==> src/hdl/lcc_pkg.sv <==
package lcc_pkg;

  localparam int MAX_HALF  = 3;
  localparam int NUM_TAPS  = 2 * MAX_HALF + 1;
  localparam int HALF_W    = 2;
  localparam int OFF_W     = $clog2(NUM_TAPS);
  localparam int LINE_MAX  = 4096;
  localparam int POS_W     = $clog2(LINE_MAX);
  localparam int SAMPLE_W  = 16;
  localparam int COEF_W    = 16;
  localparam int FRAC_W    = 14;
  localparam int PROD_W    = SAMPLE_W + COEF_W;
  localparam int SUM_W     = PROD_W + $clog2(NUM_TAPS);
  localparam int RND_W     = SUM_W - FRAC_W;
  localparam int NUM_PAIR  = (NUM_TAPS + 1) / 2;
  localparam int SAT_MAX   = 2 ** (SAMPLE_W - 1) - 1;
  localparam int SAT_MIN   = -(2 ** (SAMPLE_W - 1));
  localparam int Q_DEPTH   = 4;
  localparam int Q_PTR_W   = $clog2(Q_DEPTH);

  // register map
  localparam int NUM_CFG   = NUM_TAPS + 1;
  localparam int CFG_IDX_W = $clog2(NUM_CFG);
  localparam int CFG_HALF  = 0;
  localparam int CFG_COEF0 = 1;

  typedef logic [NUM_TAPS-1:0][SAMPLE_W-1:0] window_t;
  typedef logic [NUM_TAPS-1:0][COEF_W-1:0]   coef_arr_t;

  // unit gain on the center tap of the default 3-tap kernel
  localparam coef_arr_t COEF_RESET = coef_arr_t'(1 << (FRAC_W + COEF_W));
  localparam logic [HALF_W-1:0] HALF_RESET = HALF_W'(1);

  typedef enum logic [1:0] {
    KIND_NORMAL = 2'd0,
    KIND_FLUSH  = 2'd1,
    KIND_PASS   = 2'd2
  } kind_t;

  // one queued job: window snapshot plus what the back end needs to expand it
  typedef struct packed {
    kind_t             kind;
    logic [HALF_W-1:0] half;
    logic [HALF_W-1:0] d_start;
    logic [OFF_W-1:0]  pmax;
    window_t           win;
  } job_t;

endpackage

==> src/hdl/lcc_front.sv <==
module lcc_front (
  input  logic                         clk,
  input  logic                         rst_n,
  input  logic                         in_valid,
  input  logic [lcc_pkg::SAMPLE_W-1:0] in_sample,
  input  logic                         in_last,
  input  logic [lcc_pkg::HALF_W-1:0]   half_width,
  input  logic                         q_full,
  output logic                         in_ready,
  output logic                         push,
  output lcc_pkg::job_t                job
);

  logic [lcc_pkg::POS_W-1:0]  pos_r, pos_nxt;
  lcc_pkg::window_t           win_r, win_nxt;
  logic [lcc_pkg::HALF_W-1:0] h_eff;
  logic [lcc_pkg::HALF_W-1:0] d_first;
  logic                       accept;

  assign in_ready = !q_full;
  assign accept   = in_valid && !q_full;
  assign win_nxt  = {win_r[lcc_pkg::NUM_TAPS-2:0], in_sample};

  always_comb begin
    if (32'(half_width) > lcc_pkg::MAX_HALF) h_eff = lcc_pkg::HALF_W'(lcc_pkg::MAX_HALF);
    else h_eff = half_width;
    if (pos_r < lcc_pkg::POS_W'(h_eff)) d_first = pos_r[lcc_pkg::HALF_W-1:0];
    else d_first = h_eff;
  end

  always_comb begin
    push        = 1'b0;
    job.kind    = lcc_pkg::KIND_NORMAL;
    job.half    = h_eff;
    job.d_start = h_eff;
    job.win     = win_nxt;
    if (pos_r > lcc_pkg::POS_W'(lcc_pkg::NUM_TAPS - 1)) begin
      job.pmax = lcc_pkg::OFF_W'(lcc_pkg::NUM_TAPS - 1);
    end else begin
      job.pmax = pos_r[lcc_pkg::OFF_W-1:0];
    end
    pos_nxt = pos_r;
    if (accept) begin
      if (!in_last) begin
        push = (pos_r >= lcc_pkg::POS_W'(h_eff));
        if (pos_r != lcc_pkg::POS_W'(lcc_pkg::LINE_MAX - 1)) pos_nxt = pos_r + 1'b1;
      end else begin
        push    = 1'b1;
        pos_nxt = '0;
        // a one-sample line goes out untouched
        if (pos_r == '0) job.kind = lcc_pkg::KIND_PASS;
        else begin
          job.kind    = lcc_pkg::KIND_FLUSH;
          job.d_start = d_first;
        end
      end
    end
  end

  always_ff @(posedge clk) begin
    if (!rst_n) begin
      pos_r <= '0;
    end else begin
      pos_r <= pos_nxt;
    end
  end

  // older entries are never selected past the left clamp, so no reset
  always_ff @(posedge clk) begin
    if (accept) win_r <= win_nxt;
  end

endmodule

==> config.mk <==
export PLATFORM = sky130hd
export DESIGN_NAME = lcc_front
export DESIGN_NICKNAME = d
export VERILOG_FILES = /design/src/hdl/lcc_pkg.sv /design/src/hdl/lcc_front.sv
export SDC_FILE = /design/constraint.sdc
export NUM_CORES = 1
export LEC_CHECK = 0
export BUFFER_PORTS_ARGS = -buffer_cell sky130_fd_sc_hd__buf_2
export CAP_MARGIN = 20
export CORE_MARGIN = 5
export CORE_UTILIZATION = 45
export CTS_CLUSTER_SIZE = 14
export DETAILED_ROUTE_END_ITERATION = 16
export PLACE_DENSITY = 0.81
export SETUP_SLACK_MARGIN = 0.05
export SLEW_MARGIN = 20
export SYNTH_ARGS = -nofsm -noshare
export SYNTH_HDL_FRONTEND = slang
export SYNTH_SLANG_ARGS = --single-unit
export TNS_END_PERCENT = 30
==> constraint.sdc <==
create_clock -name clk -period 5.3 [get_ports clk]
set_clock_uncertainty 0.05 [all_clocks]
set_input_delay 0.265 -clock clk [delete_from_list [all_inputs] [get_ports clk]]
set_output_delay 0.265 -clock clk [all_outputs]
set_load 0.01 [all_outputs]
==> qor.log <==
[clock_network] number of clock buffers inserted by TritonCTS 9
[power_and_ir_drop] Cell Pwr Density 322.2 mW/mm²
[sta] transition time of the tightest slew-check pin 0.8050 ns
[setup_path] endpoint class of the critical path primary output
[yosys] flip-flop and latch count after synthesis 108
[clock_network] Max Root-Sink Buffers 2
[route] final wirelength 7578 µm
[setup_path] critical path startpoint pos_r[5]
[floorplan] Core Region 0.008258 mm²
[setup_path] crit path max fanout 6
[setup_path] type of element launching the critical path register
[sta] crit share post-route 0.4865
[setup_path] Crit path arrival time 2.26 ns
[placed_design] final HPWL from detailed placement 5665 µm
[setup_path] critical path's slowest cell nor4_2
[yosys] post-synthesis sequential area ratio 0.8146
[worst_hold_path] end of the worst hold path job[16]
[clock_network] CTS resizes 0
[sta] number of hold-slack violations in the final timing report 0
[power_and_ir_drop] switching power 0.3542 mW
[worst_hold_path] launch point of the worst hold path in_sample[0]
[setup_path] delay-heaviest family, CP simple AND/OR/NAND/NOR gates
[setup_path] kind of critical path register to primary output
[yosys] synthesized instance count 219
[route] Wirelength per Cell 16.23 µm
[clock_network] buffer count from post-CTS setup fixing 0
[worst_hold_path] worst min-delay path class input pin to register
[worst_hold_path] Min-Delay Path Depth 1
[route] number of nets still failing antenna checks after routing 0
[placed_design] count of buffers from port buffering 145
[layout] antenna fix cells 0
[power_and_ir_drop] Leakage 1.855 nW
[route] total number of vias 2,262
[layout] P&R area growth vs syn 23.69%
[floorplan] starting utilization of the core area 0.4642
[sta] final-layout setup total negative slack 0 ns
[grt] Tot GR Track Use 0.1449
[yosys] post-synthesis cell area 0.003834 mm²
[floorplan] count of pins on the block boundary 146
[sta] worst max-slew margin expressed relative to the limit 0.4633
[layout] final core utilization 0.5742
[power_and_ir_drop] peak supply drop 0.0002170 V
[sta] f_max 387.8 MHz
[setup_path] reg-to-reg critical path endpoint pos_r[9]
[clock_network] master cell of the clock root buffer clkbuf_8
[setup_path] delay of the slowest cell on the worst path 0.41 ns
[floorplan] count of standard-cell rows 33
[layout] layout cell share with drive strength beyond 1 0.4613
[yosys] number of distinct standard cells referenced by the synthesized netlist 33
[yosys] warning count from the yosys run 0
[sta] final setup violation count 0
[placed_design] area of placed instances 0.004561 mm²
[clock_network] number of hold buffers added after cts 0
[route] number of vias per cell after detailed routing 4.844
[floorplan] horizontal die dimension 102.3 µm
[status] run status finished clean
[clock_network] sink count of the clock tree 108
[power_and_ir_drop] sequential cell fraction of total power 0.636
[setup_path] origin of the critical flop-to-flop path pos_r[0]
[clock_network] total number of H-tree levels 3
[sta] Slew Viols, Final 0
[setup_path] cells on worst reg2reg path 4
[placed_design] number of placed cells counting well taps 451
[grt] GRT overflow 0
[setup_path] count of buffering cells on the critical path with inverters included 1
[power_and_ir_drop] internal cell power 1.174 mW
[route] drt first-iter violations 90
[grt] global-route wire length before repair 11,310 µm
[power_and_ir_drop] relative contribution of the clock network to total power 0.302
[route] detailed-router iteration count before antenna repair 5
[power_and_ir_drop] switching power share of the total 0.2318
[layout] Finished Layout Cells 467
[yosys] Mean Syn Cell Area 17.51 µm²
[clock_network] CTS tree done
[grt] maximum number of pins on one net before global-route repair 70
[power_and_ir_drop] combinational fraction of design power 0.062
[clock_network] Clk pin slew, worst setup/hold paths 0.10 ns
[placed_design] routability cong. 0.8572
[grt] via count of the first global-routing pass 2,221
[floorplan] die outline area 0.01047 mm²
[clock_network] clock latency reported for the late side of the worst-skew pair 0.36 ns
[floorplan] chip height 102.3 µm
[layout] Post-layout nets 385
[sta] clock period minus worst slack 2.579 ns
[setup_path] crit path cell chain nor4_1, nand3_1, nor4_2, mux2_2, buf_2
[setup_path] flop-to-flop setup slack 3.42 ns
[route] number of remaining DRC errors 0
[sta] unrepaired setup endpoints after global routing no
[layout] post-route cell area 0.004742 mm²
[setup_path] required time of the critical path 4.99 ns
[yosys] Post-Syn Nets 247
[run] max_cap viols 0
[grt] antenna violations before repair 0
[flip-flops by register name, indices dropped and copies added, names as in the netlist]
| signal | count |
|---|---|
| job | 96 |
| pos_r | 12 |
[layer usage]
layer	wire length, µm	track usage
met1	3022	0.1818
met2	3774	0.2364
met3	680	0.03823
met4	100	0.06660
met5	0	0
[synthesized netlist by cell type, drive strengths merged]
master | count | area, µm²
dfxtp | 12 | 240.2
o21a | 1 | 7.510
mux2i | 3 | 30.03
nor4 | 5 | 43.79
nand2 | 10 | 37.54
o21ai | 7 | 35.03
nand4 | 2 | 12.51
nand3 | 5 | 25.02
o31ai | 2 | 15.01
or4 | 2 | 15.01
nand2b | 3 | 26.27
a31oi | 1 | 6.260
a2111oi | 1 | 8.760
nor3 | 9 | 45.04
or3 | 4 | 25.02
a21oi | 7 | 35.03
o41ai | 1 | 8.760
inv | 8 | 30.03
buf | 19 | 140.1
nand3b | 2 | 15.01
and4b | 1 | 10.01
edfxtp | 96 | 2883
or2 | 1 | 6.260
nor2 | 7 | 26.28
ha | 5 | 62.56
and2 | 1 | 6.260
and4 | 1 | 8.760
nand4b | 1 | 8.760
o311ai | 1 | 8.760
mux2 | 1 | 11.26
[area by class of cell]
class | instances | area [µm²]
clock inverters | 6 | 53.80
flip-flops and latches | 108 | 3123
repair buffers | 146 | 733.2
clock buffers | 10 | 127.6
inverters | 8 | 32.53
well taps | 105 | 131.4
fillers | 671 | 3516
multi-input cells | 84 | 540.5
[kinds of logic after synthesis]
family / after synthesis / share of synthesized area
AOI/OAI and AO/OA: 21 / 0.03264
DFF: 108 / 0.8146
and+or+nand+nor: 54 / 0.08126
adders and majority gates: 5 / 0.01632
buffers and inverters: 27 / 0.04439
muxes: 4 / 0.01077
[power by group through the flow]
stage	Sequential, mW	Clock, mW	Combinational (mW)
6_report	0.971	0.462	0.0950
5_1_grt	0.975	0.515	0.104
4_1_cts	0.972	0.475	0.0970
3_5_place_dp	0.991	0	0.0968
3_3_place_gp	0.989	0	0.0952
2_1_floorplan	1.01	0	0.0369
[worst register-to-register path: stages, from the launching register on]
cell and delay [ns]:
dfxtp_1 0.42, inv_1 0.12, or3_1 0.52, or4_1 0.55
a21oi_1 0.15
[how the worst max path moves through the flow]
stage | depth (start not counted) | to | slack (ns)
6_report | 5 | job[115] | 2.72
5_1_grt | 5 | job[115] | 2.59
4_1_cts | 5 | job[115] | 2.71
3_5_place_dp | 5 | job[115] | 3.13
3_3_place_gp | 5 | job[115] | 3.18
2_1_floorplan | 5 | pos_r[6] | 1.85
[cells in the final DEF (no fill, tap or decap), drive strengths merged, types with 3 or more instances in the layout]
| master | count |
|---|---|
| a21oi | 7 |
| nor2 | 7 |
| mux2i | 3 |
| ha | 5 |
| nor4 | 5 |
| buf | 146 |
| inv | 12 |
| nor3 | 9 |
| or3 | 4 |
| edfxtp | 96 |
| dfxtp | 12 |
| nand2b | 3 |
| nand3 | 5 |
| nand2 | 10 |
| o21ai | 7 |
| clkbuf | 10 |
[through the flow]
stage | total power [mW] | hold slack, ns | setup slack, ns
detailed placement | 1.088 | 0.3781 | 3.135
floorplan | 1.042 | 0.3139 | 1.851
finish | 1.528 | 0.02904 | 2.721
global placement | 1.084 | 0.3756 | 3.179
CTS | 1.543 | 0.01203 | 2.709
global route | 1.594 | 0.0009629 | 2.588
No activity file was read; power rests on OpenSTA's default activity.
