==> src/hdl/lcc_pkg.sv <==
package lcc_pkg;

  localparam int MAX_HALF  = 3;
  localparam int NUM_TAPS  = 2 * MAX_HALF + 1;
  localparam int HALF_W    = 2;
  localparam int OFF_W     = $clog2(NUM_TAPS);
  localparam int LINE_MAX  = 4096;
  localparam int POS_W     = $clog2(LINE_MAX);
  localparam int SAMPLE_W  = 16;
  localparam int COEF_W    = 16;
  localparam int FRAC_W    = 14;
  localparam int PROD_W    = SAMPLE_W + COEF_W;
  localparam int SUM_W     = PROD_W + $clog2(NUM_TAPS);
  localparam int RND_W     = SUM_W - FRAC_W;
  localparam int NUM_PAIR  = (NUM_TAPS + 1) / 2;
  localparam int SAT_MAX   = 2 ** (SAMPLE_W - 1) - 1;
  localparam int SAT_MIN   = -(2 ** (SAMPLE_W - 1));
  localparam int Q_DEPTH   = 4;
  localparam int Q_PTR_W   = $clog2(Q_DEPTH);

  // register map
  localparam int NUM_CFG   = NUM_TAPS + 1;
  localparam int CFG_IDX_W = $clog2(NUM_CFG);
  localparam int CFG_HALF  = 0;
  localparam int CFG_COEF0 = 1;

  typedef logic [NUM_TAPS-1:0][SAMPLE_W-1:0] window_t;
  typedef logic [NUM_TAPS-1:0][COEF_W-1:0]   coef_arr_t;

  // unit gain on the center tap of the default 3-tap kernel
  localparam coef_arr_t COEF_RESET = coef_arr_t'(1 << (FRAC_W + COEF_W));
  localparam logic [HALF_W-1:0] HALF_RESET = HALF_W'(1);

  typedef enum logic [1:0] {
    KIND_NORMAL = 2'd0,
    KIND_FLUSH  = 2'd1,
    KIND_PASS   = 2'd2
  } kind_t;

  // one queued job: window snapshot plus what the back end needs to expand it
  typedef struct packed {
    kind_t             kind;
    logic [HALF_W-1:0] half;
    logic [HALF_W-1:0] d_start;
    logic [OFF_W-1:0]  pmax;
    window_t           win;
  } job_t;

endpackage

==> src/hdl/lcc_queue.sv <==
module lcc_queue (
  input  logic          clk,
  input  logic          rst_n,
  input  logic          push,
  input  lcc_pkg::job_t job_in,
  input  logic          pop,
  output lcc_pkg::job_t job_out,
  output logic          q_valid,
  output logic          full
);

  lcc_pkg::job_t              mem_r [lcc_pkg::Q_DEPTH];
  logic [lcc_pkg::Q_PTR_W-1:0] wr_ptr_r, rd_ptr_r;
  logic [lcc_pkg::Q_PTR_W:0]   cnt_r;

  assign full    = (cnt_r == (lcc_pkg::Q_PTR_W + 1)'(lcc_pkg::Q_DEPTH));
  assign q_valid = (cnt_r != '0);
  assign job_out = mem_r[rd_ptr_r];

  always_ff @(posedge clk) begin
    if (!rst_n) begin
      wr_ptr_r <= '0;
      rd_ptr_r <= '0;
      cnt_r    <= '0;
    end else begin
      if (push) wr_ptr_r <= wr_ptr_r + 1'b1;
      if (pop) rd_ptr_r <= rd_ptr_r + 1'b1;
      if (push && !pop) cnt_r <= cnt_r + 1'b1;
      else if (pop && !push) cnt_r <= cnt_r - 1'b1;
    end
  end

  always_ff @(posedge clk) begin
    if (push) mem_r[wr_ptr_r] <= job_in;
  end

`ifndef SYNTHESIS
  a_cnt_bound: assert property (@(posedge clk) disable iff (!rst_n)
    cnt_r <= (lcc_pkg::Q_PTR_W + 1)'(lcc_pkg::Q_DEPTH))
    else $error("queue count exceeds depth");
`endif

endmodule

==> config.mk <==
export PLATFORM = sky130hd
export DESIGN_NAME = lcc_queue
export DESIGN_NICKNAME = d
export VERILOG_FILES = /design/src/hdl/lcc_pkg.sv /design/src/hdl/lcc_queue.sv
export SDC_FILE = /design/constraint.sdc
export NUM_CORES = 1
export LEC_CHECK = 0
export BUFFER_PORTS_ARGS = -buffer_cell sky130_fd_sc_hd__clkbuf_2
export CORE_UTILIZATION = 45
export DETAILED_ROUTE_END_ITERATION = 12
export PLACE_DENSITY = 0.66
export SLEW_MARGIN = 10
export SYNTH_ARGS = -nofsm -noshare
export SYNTH_HDL_FRONTEND = slang
export SYNTH_SLANG_ARGS = --single-unit
==> constraint.sdc <==
create_clock -name clk -period 10.6 [get_ports clk]
set_input_delay 0.53 -clock clk [delete_from_list [all_inputs] [get_ports clk]]
set_output_delay 0.53 -clock clk [all_outputs]
set_load 0.02 [all_outputs]
==> out/summary.txt, run 1 <==
Clock latency reported for the late side of the worst-skew pair - 0.57 ns
Most common cell after layout, fill and taps aside - edfxtp_1
Y dimension of the die - 202 µm
Critical Path Source Type - register
WL/cell - 21.5 µm
Min-delay worst type - input port to register
Met3 demand-to-capacity share in global routing - 4.22%
Resized Gates After CTS - 0
Clk Tree Root Cell - clkbuf_16
Number of cells traversed by the worst hold path - 1
R2r worst-path depth - 3
TritonCTS clock tree - done
Total power after layout - 4.36 mW
Critical path type - register to primary output
Fraction of layout instances using a drive strength above 1 - 45.0%
Slew @ Worst Pin - 1.03 ns
Global routing's busiest layer - met2
Ordered list of cells on the worst path - buf_4 -> mux4_2 -> clkbuf_2
Setup repair after global routing missed its margin - false
Most used cells in the layout excluding fill and tap cells - edfxtp_1, clkbuf_2, mux4_2
Endpoints failing hold - 0
Setup WS pre-CTS - 7.32 ns
Mean instance size in the synthesized netlist - 26.7 µm²
Critical path data arrival time - 3.18 ns
Initial DRT Pass Iterations - 6
Combinational Power Share - 10.0%
Delay of the slowest cell on the worst path - 0.98 ns
Synth-to-Final Area Change - 17.8%
Final count of pins violating max slew - 0
Max-slew headroom - 31.2%
RR Startpoint - wr_ptr_r[0]
Via count of the first global-routing pass - 8,420
Overall Global Routing Usage - 16.2%
Static Leakage - 7.13 nW
Core area - 39,000 µm²
Total number of vias - 7,910
Final weighted congestion of routability-driven global placement - 0.721
Width of the die - 202 µm
# IOs - 248
Met2 routing resource usage after global routing - 26.0%
Setup TNS Final - 0 ns
Part of the power in registers - 52.2%
Worst setup EP type - primary output
Layout Cell Area excl Fill - 21,200 µm²
H-tree depth - 2
DRC violations left - 0
First-iteration detailed-routing DRC count - 446
Final worst path period need - 3.71 ns
Cell area after placement - 19,700 µm²
Worst hold endpoint - mem_r[1][46]
Crit-path leading delay family - buffers and inverters
Wire length of the first global-routing pass - 49,500 µm
Met1 Track Usage GR - 21.7%
Pwr dens - 206 nW/µm²
Max-capacitance violation count - 0
Clock group share of total power - 37.7%
Overflow after GRT - 0
Pin count of the biggest net entering global routing - 65
Number of input and output port buffers inserted - 247
Detailed-route wire length - 32,500 µm
Highest achievable clock rate - 270 MHz
Number of antenna violations at the first check in global routing - 0
Number of setup buffers added after CTS - 0
Hold_sp - job_in[46]
Setup-failing EPs final - 0
Count of nets after finishing - 1,085
Number of buffers inserted for hold repair after clock tree synthesis - 0
Site Rows - 72
HPWL after detailed placement - 18,600 µm
Data required time of the critical path - 10.07 ns
Worst setup skew after layout - 0.0158 ns
Number of CTS-inserted buffers - 49
Buf+Inv Stages, Crit Path - 2
Power Internal - 3.38 mW
Filler cell count - 2,963
Sinks on Clock Net - 493
Switching power - 979 µW
Worst reg-to-reg setup slack - 7.90 ns
Outcome - complete, no violations
Number of nets with antenna violations after routing - 0
Routed via count divided by cell count - 5.24
Share of the clock period used by the worst path - 35.0%
Count of synthesis-stage warnings from yosys - 0
Die Footprint - 40,800 µm²
Number of storage elements in the synthesis netlist - 493
Cell with the largest stage delay on the worst path - dfxtp_4
Switching Share - 22.4%
Reg-to-reg endpoint - mem_r[3][109]
Number of buffers on the longest clock path - 3
Post-layout worst setup margin - 6.89 ns
Mapped Area - 18,000 µm²
Starting density of the core - 46.1%
Fraction of the yosys area taken by sequential cells - 81.7%
Clock transition at the registers of the reported paths - 0.06 ns
Number of cells produced by synthesis - 675
Final hold slack - 0.178 ns
Peak fanout along the critical path - 44
Number of diodes added for antenna fixing - 0
Syn nets - 806
IR drop worst, VDD - 0.171 mV
Yosys cell types - 22
## metal layers
layer  share of wire, %  vias up
met4                2.1        0
li1                   -     3476
met1                 43     4153
met5                  0        -
met3                6.3       49
met2                 49      232
## worst reg2reg max path, delay by kind of cell, from the launching register on
kind                       cells  cell delay, ns
buffers and inverters          1            0.90
DFF                            1            0.40
adders and majority gates      1            0.17
and+or+nand+nor                1            0.73
## cells in the mapped netlist (all sizes together)
| cell | instances | area (µm²) |
|---|---|---|
| a21boi | 1 | 7.51 |
| and2 | 9 | 56.3 |
| buf | 26 | 290 |
| clkbuf | 1 | 3.75 |
| dfxtp | 9 | 180 |
| edfxtp | 484 | 14500 |
| fa | 1 | 20.0 |
| ha | 5 | 62.6 |
| inv | 4 | 15.0 |
| mux2i | 2 | 20.0 |
| mux4 | 121 | 2730 |
| nand2 | 1 | 3.75 |
| nor2b | 2 | 12.5 |
| nor3b | 1 | 7.51 |
| o21ai | 1 | 5.00 |
| or3 | 2 | 12.5 |
| xnor2 | 2 | 17.5 |
| xor2 | 3 | 26.3 |
## kinds of logic (layout without fill, tap and decap cells)
| family | Yosys count | after routing | share of synthesized area, % |
|---|---|---|---|
| buf+inv | 31 | 348 | 1.72 |
| fa+ha+maj | 6 | 6 | 0.459 |
| compound gates | 2 | 2 | 0.0695 |
| flops | 493 | 493 | 81.7 |
| simple gates | 15 | 15 | 0.514 |
| xor+xnor | 5 | 5 | 0.243 |
| mux | 123 | 123 | 15.3 |
## state kept, by name (all words and copies together) (netlist names), named ones only
name,flops
mem_r,484
rd_ptr_r,2
wr_ptr_r,2
cnt_r,3
## area by class of cell
class / count / area (µm²) / share of cell area, %
clock buffers: 68 / 1360 / 6.41
clock inverters: 21 / 174 / 0.820
inverters: 4 / 15.0 / 0.0708
multi-input cells: 151 / 2990 / 14.1
flip-flops and latches: 493 / 14700 / 69.4
well taps: 518 / 648 / 3.06
repair buffers: 255 / 1300 / 6.11
## power groups by stage
stage / registers, mW / clock network, mW / logic, mW
finish: 2.28 / 1.65 / 0.437
CTS: 2.28 / 1.68 / 0.449
floorplan: 2.31 / 0 / 0.314
global placement: 2.32 / 0 / 0.444
detailed placement: 2.32 / 0 / 0.447
global route: 2.29 / 1.75 / 0.468
## worst max path at each step
stage	from	endpoint	slack, ns	cells after the start
after global routing	register	job_out[53]	6.60	3
after global placement	register	job_out[48]	7.32	3
after floorplan	wr_ptr_r[0]	mem_r[0][0]	6.78	3
final	register	job_out[53]	6.89	3
after CTS	register	job_out[53]	6.71	3
after detailed placement	register	job_out[53]	7.32	3
## stage by stage
| stage | std cells | utilization, % |
|---|---|---|
| final | 1510 | 54.4 |
| after global routing | 1510 | 54.4 |
| after CTS | 1510 | 54.4 |
| after detailed placement | 1421 | 50.4 |
| after global placement | 1421 | 50.4 |
| after floorplan | 675 | - |
Note: power is estimated with default switching activity, not from simulation.
==> inputs of run 2 (changes only) <==
- clock period: 10.6 -> 3.6 ns (I/O delays scaled with it)
==> run 2 against run 1 <==
  * Sequential power rose to 2.9 times the previous value
  * Count of clock-buffer cells in the layout fell by 1
  * Non-clock buffer count rose by 132
  * Die area did not move
  * Final area rose by 6.6%
  * Critical path type unchanged
  * Critical endpoint is now job_out[90]
  * Highest routed layer is now met5
==> out/summary.txt, run 2 (same netlist as run 1, synthesis figures left out) <==
Number of CTS-inserted buffers - 50 (+2.0%)
Number of buffers on the longest clock path - 3 (unchanged)
Number of nets with antenna violations after routing - 0 (unchanged)
Filler cell count - 2,807 (-5.3%)
Power Internal - 10.0 mW (+200%)
Total number of vias - 8,535 (+7.9%)
Endpoints failing hold - 0 (unchanged)
Largest Register - mem_r
Core area - 39,000 µm² (unchanged)
Static Leakage - 7.72 nW (+8.2%)
Part of the power in registers - 51.3% (-0.9 points)
Cell with the largest stage delay on the worst path - dfxtp_4
Switching power - 2.98 mW (+200%)
Die Footprint - 40,800 µm² (unchanged)
Setup repair after global routing missed its margin - false
DRC violations left - 0 (unchanged)
Resized Gates After CTS - 0 (unchanged)
Fraction of layout instances using a drive strength above 1 - 40.8% (-4.1 points)
TritonCTS clock tree - done
Final worst path period need - 2.55 ns
Most common cell after layout, fill and taps aside - edfxtp_1
Min-delay worst type - input port to register
Clock group share of total power - 37.3% (-0.4 points)
Cell area after placement - 19,800 µm² (+0.79%)
Switching Share - 22.9% (+0.50 points)
Delay of the slowest cell on the worst path - 0.68 ns (-0.30 ns)
Worst setup EP type - primary output
Critical path type - register to primary output
Number of flip-flops under the largest register name - 484 (unchanged)
Most used cells in the layout excluding fill and tap cells - edfxtp_1, clkbuf_2, dlygate4sd3_1
Overall Global Routing Usage - 17.6% (+1.4 points)
Ordered list of cells on the worst path - buf_4 -> mux4_2 -> clkbuf_2
Number of setup buffers added after CTS - 0 (unchanged)
HPWL after detailed placement - 20,500 µm (+10%)
Wire length of the first global-routing pass - 54,200 µm (+9.5%)
H-tree depth - 2 (unchanged)
Sinks on Clock Net - 493 (unchanged)
Hold_sp - push
IR drop worst, VDD - 0.461 mV (+170%)
Width of the die - 202 µm (unchanged)
Count of nets after finishing - 1,218 (+12%)
Outcome - complete, no violations
Number of antenna violations at the first check in global routing - 1 (+1)
Final count of pins violating max slew - 0 (unchanged)
Combinational Power Share - 11.4% (+1.4 points)
Clock transition at the registers of the reported paths - 0.05 ns (about the same)
First-iteration detailed-routing DRC count - 392 (-12%)
Routed via count divided by cell count - 5.19 (-0.95%)
Peak fanout along the critical path - 33 (-25%)
Overflow after GRT - 0 (unchanged)
Pwr dens - 575 nW/µm² (+180%)
Max-capacitance violation count - 0 (unchanged)
Regs by FF count - mem_r (484), cnt_r (3)
Total power after layout - 13.0 mW (+200%)
Clk Tree Root Cell - clkbuf_16
Layout Cell Area excl Fill - 22,600 µm² (+6.6%)
Y dimension of the die - 202 µm (unchanged)
Initial DRT Pass Iterations - 4 (-2)
# IOs - 248 (unchanged)
Buf+Inv Stages, Crit Path - 2 (unchanged)
Highest achievable clock rate - 391 MHz
Share of the clock period used by the worst path - 71.0%
Final weighted congestion of routability-driven global placement - 0.689 (-4.4%)
Critical path data arrival time - 2.37 ns (-0.81 ns)
Synth-to-Final Area Change - 25.5%
Via count of the first global-routing pass - 9,371 (+11%)
Setup-failing EPs final - 0 (unchanged)
Setup TNS Final - 0 ns (unchanged)
Worst setup skew after layout - 0.0145 ns (-0.00136 ns)
Number of buffers inserted for hold repair after clock tree synthesis - 123 (+123)
Critical Path Source Type - register
Clock latency reported for the late side of the worst-skew pair - 0.57 ns (about the same)
Data required time of the critical path - 3.42 ns (-6.65 ns)
Slew @ Worst Pin - 0.881 ns (-0.151 ns)
Pin count of the biggest net entering global routing - 86 (+32%)
RR Startpoint - wr_ptr_r[0]
Crit-path leading delay family - buffers and inverters
Site Rows - 72 (unchanged)
Starting density of the core - 46.1% (unchanged)
Max-slew headroom - 41.2% (+10 points)
Number of diodes added for antenna fixing - 0 (unchanged)
Detailed-route wire length - 35,200 µm (+8.3%)
WL/cell - 21.4 µm (-0.56%)
Number of input and output port buffers inserted - 247 (unchanged)
## run 2: cell type report
type | count | area (µm²) | share of cell area (%)
flip-flops and latches | 493 | 14700 | 65.2
multi-input cells | 151 | 2990 | 13.2
repair buffers | 387 | 2680 | 11.9
clock buffers | 67 | 1360 | 6.00
well taps | 518 | 648 | 2.87
clock inverters | 25 | 180 | 0.798
inverters | 4 | 15.0 | 0.0665
## run 2: layer usage
layer  up-vias  share of wire (%)  GRT usage [%]
met5         -              0.037              0
met4         2                1.9           5.65
met3        51                6.6           4.35
met2       266                 49           28.9
met1      4463                 42           23.2
li1       3753                  -              -
## run 2: power by group through the flow
| stage | registers, mW | clock network, mW | logic, mW |
|---|---|---|---|
| floorplan | 6.77 | 0 | 0.924 |
| global route | 6.69 | 5.17 | 1.58 |
| finish | 6.67 | 4.85 | 1.47 |
| CTS | 6.67 | 4.96 | 1.51 |
| detailed placement | 6.79 | 0 | 1.39 |
| global placement | 6.78 | 0 | 1.38 |
## run 2: path summary, 6_finish.rpt
check                           cells past startpoint  slack [ns]           end
worst min register to register                      2        0.55      cnt_r[2]
worst max-delay path                                3        1.05   job_out[90]
worst max register to register                      3        1.58  mem_r[3][82]
worst min-delay path                                3        0.07   wr_ptr_r[1]
## run 2: worst min-delay path: stages
cell and delay [ns]:
clkbuf_2 0.21, mux2i_1 0.11, nor2b_1 0.10
## run 2: through the flow
stage	worst slack, ns	hold slack [ns]	utilization [%]	instances
after floorplan	1.13	0.279	-	675
after global placement	1.60	0.396	50.8	1430
after detailed placement	1.57	0.397	50.8	1430
after CTS	0.978	0.0275	57.9	1645
after global routing	0.923	0.107	57.9	1645
final	1.05	0.0671	57.9	1645
